## src/hdl/clfr_pkg.sv

```systemverilog
// shared types and byte codes of the chain LED frame receiver
package clfr_pkg;

	localparam int PLANES = 8;
	localparam int LANES  = 8;

	localparam logic [7:0] SYNC_BYTE = 8'h7E;
	localparam logic [7:0] MY_ADDR   = 8'h80;
	localparam logic [7:0] PAD_BYTE  = 8'h7D;
	localparam logic [7:0] ESC_BYTE  = 8'h7F;
	localparam logic [7:0] DONE_BYTE = 8'h80;

	localparam logic OP_RX   = 1'b0;
	localparam logic OP_READ = 1'b1;

	typedef enum logic [4:0] {
		PH_SYNC = 5'b00001,
		PH_ADDR = 5'b00010,
		PH_DATA = 5'b00100,
		PH_HOLD = 5'b01000,
		PH_PASS = 5'b10000
	} clfr_phase_t;

	typedef struct packed {
		logic       en;
		logic [3:0] page;
		logic [7:0] lanes;
		logic [7:0] value;
	} clfr_wr_t;

	typedef struct packed {
		logic       en;
		logic [5:0] index;
	} clfr_rd_t;

endpackage

```

## src/hdl/chain_led_frame_receiver.sv

```systemverilog
// chain LED frame receiver: sync/address/data parsing, pass-through and bit-plane buffer
// a result is registered twice on its way out: first in the input register, then in the result register
// throughput: one item per cycle while the output does not stall; one shallow update of the parser state per item
// a waiting result does not block one more input transfer into the input register
// reset: parser waits for sync, page limit 4, buffer reads 0xFF via per-lane flags
module chain_led_frame_receiver #(
	parameter int MAX_PAGES = 8
) (
	input  logic       clk,
	input  logic       arst_n,
	input  logic       cfg_we,
	input  logic [3:0] cfg_wdata,
	input  logic       in_valid,
	output logic       in_stall,
	input  logic       op,
	input  logic [7:0] rx_byte,
	input  logic [5:0] read_index,
	output logic       out_valid,
	input  logic       out_stall,
	output logic       tx_valid,
	output logic [7:0] tx_byte,
	output logic       frame_done,
	output logic [7:0] read_data
);

	logic [3:0] pages_used_q;

	logic       valid_s1;
	logic       op_s1;
	logic [7:0] byte_s1;
	logic [5:0] idx_s1;

	logic       valid_s2;
	logic       txv_s2;
	logic [7:0] txb_s2;
	logic       done_s2;
	logic       rd_s2;

	clfr_pkg::clfr_phase_t phase_q, phase_d;
	logic [3:0] page_q, page_d;
	logic [2:0] chan_q, chan_d;
	logic [7:0] lane_q, lane_d;

	logic       s2_load, s1_adv, s1_load;
	logic       txv_d, done_d, rd_ok;
	logic [7:0] txb_d, lane_rot, buf_byte;
	logic [3:0] limit, page_nx;

	clfr_pkg::clfr_wr_t wr;
	clfr_pkg::clfr_rd_t rd;

	assign s2_load  = !valid_s2 || !out_stall;
	assign s1_adv   = valid_s1 && s2_load;
	assign s1_load  = !valid_s1 || s2_load;
	assign in_stall = !s1_load;

	always_ff @(posedge clk or negedge arst_n) begin
		if (!arst_n) begin
			pages_used_q <= 4'd4;
		end else if (cfg_we) begin
			pages_used_q <= cfg_wdata;
		end
	end

	always_comb begin
		if (pages_used_q == 4'd0) begin
			limit = 4'd1;
		end else if (pages_used_q > 4'(MAX_PAGES)) begin
			limit = 4'(MAX_PAGES);
		end else begin
			limit = pages_used_q;
		end
	end

	assign rd_ok    = {1'b0, idx_s1[5:3]} < 4'(MAX_PAGES);
	assign lane_rot = {lane_q[6:0], lane_q[7]};
	assign page_nx  = page_q + 4'd1;

	always_comb begin
		phase_d  = phase_q;
		page_d   = page_q;
		chan_d   = chan_q;
		lane_d   = lane_q;
		txv_d    = 1'b0;
		txb_d    = '0;
		done_d   = 1'b0;
		wr.en    = 1'b0;
		wr.page  = page_q;
		wr.lanes = lane_rot;
		wr.value = byte_s1;
		if (op_s1 == clfr_pkg::OP_RX) begin
			unique case (phase_q)
				clfr_pkg::PH_SYNC: begin
					if (byte_s1 == clfr_pkg::SYNC_BYTE) begin
						phase_d = clfr_pkg::PH_ADDR;
						txv_d   = 1'b1;
						txb_d   = clfr_pkg::SYNC_BYTE;
					end
				end
				clfr_pkg::PH_ADDR: begin
					if (byte_s1 == clfr_pkg::MY_ADDR) begin
						phase_d = clfr_pkg::PH_DATA;
						page_d  = '0;
						chan_d  = '0;
						lane_d  = 8'd1;
					end else if (byte_s1 > clfr_pkg::MY_ADDR) begin
						phase_d = clfr_pkg::PH_PASS;
						txv_d   = 1'b1;
						txb_d   = byte_s1 - 8'd1;
					end
				end
				clfr_pkg::PH_DATA: begin
					if (byte_s1 == clfr_pkg::ESC_BYTE) begin
						phase_d = clfr_pkg::PH_HOLD;
					end else if (byte_s1 != clfr_pkg::PAD_BYTE) begin
						wr.en  = page_q < 4'(MAX_PAGES);
						lane_d = lane_rot;
						chan_d = chan_q + 3'd1;
						// seventh channel closes the page
						if (chan_q == 3'd6) begin
							page_d = page_nx;
							chan_d = '0;
							lane_d = (page_nx < 4'd8) ? (8'd1 << page_nx[2:0]) : 8'd0;
							if (page_nx >= limit) begin
								done_d  = 1'b1;
								phase_d = clfr_pkg::PH_PASS;
								txv_d   = 1'b1;
								txb_d   = clfr_pkg::DONE_BYTE;
							end
						end
					end
				end
				clfr_pkg::PH_PASS: begin
					if (byte_s1 == clfr_pkg::SYNC_BYTE) begin
						phase_d = clfr_pkg::PH_ADDR;
					end
					txv_d = 1'b1;
					txb_d = byte_s1;
				end
				default: begin
				end
			endcase
		end
		wr.en    = wr.en && s1_adv;
		rd.en    = s1_adv && (op_s1 == clfr_pkg::OP_READ) && rd_ok;
		rd.index = idx_s1;
	end

	always_ff @(posedge clk or negedge arst_n) begin
		if (!arst_n) begin
			phase_q  <= clfr_pkg::PH_SYNC;
			page_q   <= '0;
			chan_q   <= '0;
			lane_q   <= 8'd1;
			valid_s1 <= 1'b0;
			valid_s2 <= 1'b0;
		end else begin
			if (s1_adv) begin
				phase_q <= phase_d;
				page_q  <= page_d;
				chan_q  <= chan_d;
				lane_q  <= lane_d;
			end
			if (s1_load) begin
				valid_s1 <= in_valid;
			end
			if (s2_load) begin
				valid_s2 <= valid_s1;
			end
		end
	end

	always_ff @(posedge clk) begin
		if (in_valid && s1_load) begin
			op_s1   <= op;
			byte_s1 <= rx_byte;
			idx_s1  <= read_index;
		end
		if (s1_adv) begin
			txv_s2  <= txv_d;
			txb_s2  <= txb_d;
			done_s2 <= done_d;
			rd_s2   <= rd.en;
		end
	end

	clfr_plane_buf #(
		.MAX_PAGES(MAX_PAGES)
	) u_buf (
		.clk    (clk),
		.arst_n (arst_n),
		.wr     (wr),
		.rd     (rd),
		.rd_byte(buf_byte)
	);

	assign out_valid  = valid_s2;
	assign tx_valid   = txv_s2;
	assign tx_byte    = txb_s2;
	assign frame_done = done_s2;
	assign read_data  = rd_s2 ? buf_byte : 8'd0;

	a_done_sends_marker: assert property (@(posedge clk) disable iff (!arst_n)
		out_valid && frame_done |-> tx_valid && tx_byte == clfr_pkg::DONE_BYTE)
		else $error("frame end without done byte");

	a_read_sends_nothing: assert property (@(posedge clk) disable iff (!arst_n)
		out_valid && read_data != 8'd0 |-> !tx_valid)
		else $error("buffer read also sent a byte");

	a_empty_input_reg_takes: assert property (@(posedge clk) disable iff (!arst_n)
		!valid_s1 |-> !in_stall)
		else $error("stall with empty input register");

	a_lane_single: assert property (@(posedge clk) disable iff (!arst_n)
		phase_q == clfr_pkg::PH_DATA |-> $onehot0(lane_q))
		else $error("lane mask has more than one lane");

	a_page_bound: assert property (@(posedge clk) disable iff (!arst_n)
		s1_adv && wr.en |=> page_q <= 4'(MAX_PAGES))
		else $error("page counter ran past the limit");

endmodule

```

## src/hdl/clfr_plane_buf.sv

```systemverilog
// bit-plane buffer: one row per page, lane-masked writes, registered byte read
module clfr_plane_buf #(
	parameter int MAX_PAGES = 8
) (
	input  logic              clk,
	input  logic              arst_n,
	input  clfr_pkg::clfr_wr_t wr,
	input  clfr_pkg::clfr_rd_t rd,
	output logic [7:0]        rd_byte
);

	localparam int PAGE_W = (MAX_PAGES > 1) ? $clog2(MAX_PAGES) : 1;
	localparam int ROW_W  = clfr_pkg::PLANES * clfr_pkg::LANES;

	logic [ROW_W-1:0]          mem [MAX_PAGES];
	logic [clfr_pkg::LANES-1:0] lane_ok_q [MAX_PAGES];
	logic [ROW_W-1:0]          row_q;
	logic [clfr_pkg::LANES-1:0] row_ok_q;
	logic [2:0]                plane_q;

	// plane p takes bit 7-p of the value in every enabled lane
	always_ff @(posedge clk) begin
		if (wr.en) begin
			for (int p = 0; p < clfr_pkg::PLANES; p++) begin
				for (int l = 0; l < clfr_pkg::LANES; l++) begin
					if (wr.lanes[l]) begin
						mem[wr.page[PAGE_W-1:0]][p*clfr_pkg::LANES+l] <= wr.value[7-p];
					end
				end
			end
		end
		if (rd.en) begin
			row_q   <= mem[rd.index[3 +: PAGE_W]];
			plane_q <= rd.index[2:0];
		end
	end

	// lanes never written since reset read as ones
	always_ff @(posedge clk or negedge arst_n) begin
		if (!arst_n) begin
			for (int i = 0; i < MAX_PAGES; i++) begin
				lane_ok_q[i] <= '0;
			end
			row_ok_q <= '0;
		end else begin
			if (wr.en) begin
				lane_ok_q[wr.page[PAGE_W-1:0]] <= lane_ok_q[wr.page[PAGE_W-1:0]] | wr.lanes;
			end
			if (rd.en) begin
				row_ok_q <= lane_ok_q[rd.index[3 +: PAGE_W]];
			end
		end
	end

	assign rd_byte = row_q[plane_q*clfr_pkg::LANES +: clfr_pkg::LANES] | ~row_ok_q;

endmodule

```

## config.mk

```make
export PLATFORM = sky130hd
export DESIGN_NAME = chain_led_frame_receiver
export DESIGN_NICKNAME = d
export VERILOG_FILES = /design/src/hdl/clfr_pkg.sv /design/src/hdl/chain_led_frame_receiver.sv /design/src/hdl/clfr_plane_buf.sv
export SDC_FILE = /design/constraint.sdc
export NUM_CORES = 1
export LEC_CHECK = 0
export ABC_CLOCK_PERIOD_IN_PS = 3900
export BUFFER_PORTS_ARGS = -buffer_cell sky130_fd_sc_hd__buf_2
export CAP_MARGIN = 40
export CORE_MARGIN = 8
export CORE_UTILIZATION = 50
export CTS_BUF_LIST = sky130_fd_sc_hd__clkbuf_16
export CTS_CLUSTER_SIZE = 28
export DETAILED_ROUTE_END_ITERATION = 12
export PLACE_DENSITY = 0.66
export SYNTH_ARGS = -nofsm -noshare
export SYNTH_HDL_FRONTEND = slang
export SYNTH_SLANG_ARGS = --single-unit
export TNS_END_PERCENT = 1
```

## constraint.sdc

```tcl
create_clock -name clk -period 3.9 [get_ports clk]
set_input_delay 0.39 -clock clk [delete_from_list [all_inputs] [get_ports clk]]
set_output_delay 0.39 -clock clk [all_outputs]
set_load 0.01 [all_outputs]
```

==> reports/summary.txt <==
Outcome: complete, no violations
Root buf cell: clkbuf_16
Clock-pin slew on the worst setup and hold paths: 0.06 ns
Setup Skew: 0.0227 ns
Commonest non-fill, non-tap cell in the layout: edfxtp_1
CTS H-tree lvls: 3
Final TNS setup: 0 ns
Post-synthesis mux area share: 0.190
DP Wirelength: 35700 um
Non-Filler Instances: 2374
Crit path largest cell delay: 0.71 ns
Switching share of power: 0.211
Synthesis-stage register bit count: 703
Area of the multi-input gates: 7720 um2
Combinational family with the most area after synthesis: multiplexers
CP Launch Type: flop
PwrDens: 492 nW/um2
Simple-gate portion of the synthesized area: 0.0436
P_sw: 3370 uW
Gr ovfl total: 0
Clock tree buffer depth: 3
Critical path fanouts, max: 6
Slew @ Worst Pin: 0.863 ns
Via count: 14000
Peak supply drop: 0.350 mV
Post-synth EDFFs: 605
Post-Route Utilization: 0.568
Post-synthesis compound-gate area fraction: 0.0271
CTS Hold Bufs: 20
Min Tclk post-route: 3.34 ns
Die ar.: 65500 um2
Int Pwr: 12600 uW
Worst Path Required: 3.51 ns
Pin count of the biggest net entering global routing: 77
Critical path data arrival time: 2.95 ns
CTS tree: built
Synth cell types: 67
Post-synth ARST share: 0.139
Layout cell share with drive strength beyond 1: 0.310
Pleak: 0.0111 uW
Post-Synth Adder-Cell Area: 0.00565
Most frequent CP cell: buf_4
CTS sink cnt: 703
RSZ-0062 raised after global routing: false
DRT iter0 DRCs: 1258
Die H: 256 um
Register Area: 20600 um2
Hold Path Class: in2reg
Synth Area per Inst: 19.7 um2
Most frequent cells in the layout: 605 x edfxtp_1, 164 x mux4_2, 131 x mux2_2
Global-route wire length before repair: 92400 um
Largest cells by area after synthesis: edfxtp_1 63%, mux4_2 13%, dfrtp_1 8.3%
Tcrit/Tclk final: 0.856
Logic pwr share: 0.058
Setup CP Type: reg2out
Crit-path slowest cell: edfxtp_1
WL final: 60700 um
Die Wd: 256 um
Mapped Area: 28800 um2
DRC viols: 0
Vias in the first global route: 14700
Area fraction of the dominant cell type after synthesis: 0.632
Setup bufs post-CTS: 0
Synthesized instance count: 1463
Crit path buf inv count: 3
Clock Latency Late Sink: 0.62 ns
Slew Limit Fails: 0
Final setup viols: 0
Sequential share of power: 0.524
Site Rows: 88
Num ports: 44
Crit-path cells: buf_4 > buf_4 > mux4_2 > mux2i_1 > a21boi_0 > buf_2
PostCTS Resize Cnt: 0
RD Place Congestion: 0.802
WL/cell: 25.5 um
Core area: 57300 um2
FMAX: 300 MHz
Yosys Warn Count: 0
Via-to-Cell Ratio: 5.88
Final hold violations: 0
Filler instances: 4292
Drt first pass iters: 6
Top FF cell, synth: edfxtp_1
CP top delay family: multiplexers
PortBufs: 43
Initial core utilization: 0.502
Post-Synth XOR/XNOR Area: 0.00183
Area growth from synthesis to layout: 13.0%
Initial antenna violation count: 2
Relative slew slack: 0.425
Synth area leader: edfxtp_1
Seq/Total Area, Yosys: 0.717
CP endpoint kind: primary output
Clock power frac: 0.418
Num CTS Buffers: 70
Net count after synthesis: 1500
Fin nets: 1591
Cells after DPL: 2227
ANT nets after route: 0
Gr usage total: 0.184
Max-capacitance violation count: 0
[sequential cells by signal, summed over array words and instances, names as in the netlist, 5 cells and up]
signal           count
u_buf.mem          512
u_buf.lane_ok_q     64
u_buf.row_q         64
byte_s1              8
lane_q               8
tx_byte              8
u_buf.row_ok_q       8
idx_s1               6
phase_q              5
[metrics by stage]
step | power [uW] | hold WS (ns) | setup WS [ns] | instance area, um2
finish | 16000 | 0.0363 | 0.563 | 32500
global route | 16500 | 0.0379 | 0.387 | 32500
CTS | 16100 | 0.00118 | 0.432 | 32500
detailed placement | 9450 | 0.413 | 0.782 | 30000
global placement | 9430 | 0.409 | 0.844 | 30000
floorplan | 9130 | 0.0944 | 0.481 | 28800
[logic make-up (layout without fill, tap and decap cells)]
| group | count (synthesis) | in the layout |
|---|---|---|
| mux | 323 | 323 |
| flops | 703 | 703 |
| buf+inv | 96 | 241 |
| xor+xnor | 6 | 6 |
| other cells | 0 | 1 |
| fa+ha+maj | 13 | 13 |
| compound gates | 116 | 116 |
| simple gates | 206 | 206 |
[cells in the mapped netlist (all sizes together), types with 3 or more instances]
master / count
dfrtp: 95
a22oi: 5
a21o: 3
nand2b: 9
mux4: 164
o2bb2ai: 7
o21ai: 25
nand3: 10
or2: 3
a221oi: 5
dfstp: 3
nor2: 28
inv: 10
nor3b: 3
buf: 34
o22a: 3
or3: 4
a31oi: 8
nor4b: 4
nor3: 11
nand2: 35
mux2: 136
nor2b: 9
a21boi: 9
nor4: 5
edfxtp: 605
ha: 13
xnor2: 4
a21oi: 26
and2: 72
mux2i: 23
nand3b: 6
clkbuf: 52
[cell type report]
| type | count | area share |
|---|---|---|
| sequential | 703 | 0.635 |
| tap | 765 | 0.0295 |
| multi-input combinational | 664 | 0.238 |
| timing repair buffer | 105 | 0.0263 |
| clock buffer | 75 | 0.0578 |
| inverter | 10 | 0.00116 |
| antenna | 1 | 0.0000770 |
| clock inverter | 51 | 0.0132 |
[path summary, 6_finish.rpt]
check                                                 from                         endpoint  slack, ns  cells after the start
worst max-delay path            u_buf.plane_q[0]$_DFFE_PP_                     read_data[6]       0.56                      6
min in group asynchronous                           arst_n      pages_used_q[3]$_DFFE_PN0P_       0.33                      2
worst min-delay path                          cfg_wdata[1]      pages_used_q[1]$_DFFE_PN0P_       0.04                      2
worst max register to register      phase_q[4]$_DFFE_PN0P_        u_buf.mem[4][2]$_DFFE_PP_       0.76                      6
max in group asynchronous                           arst_n  u_buf.lane_ok_q[48]$_DFFE_PN0P_       2.73                      3
worst min register to register         idx_s1[1]$_DFFE_PP_       u_buf.plane_q[1]$_DFFE_PP_       0.42                      0
[power by group through the flow]
stage | logic, uW | clock network [uW] | registers (uW)
2_1_floorplan | 591 | 0 | 8540
3_3_place_gp | 911 | 0 | 8520
3_5_place_dp | 923 | 0 | 8530
4_1_cts | 946 | 6810 | 8370
5_1_grt | 1010 | 7070 | 8380
6_report | 933 | 6680 | 8370
[routing by layer]
metal / wire [um] / vias up / global-route usage
li1: - / 6121 / -
met1: 26900 / 7356 / 0.256
met2: 29900 / 394 / 0.302
met3: 2580 / 92 / 0.0254
met4: 1300 / 0 / 0.0577
met5: 0 / - / 0
Note: power is estimated with default switching activity, not from simulation.
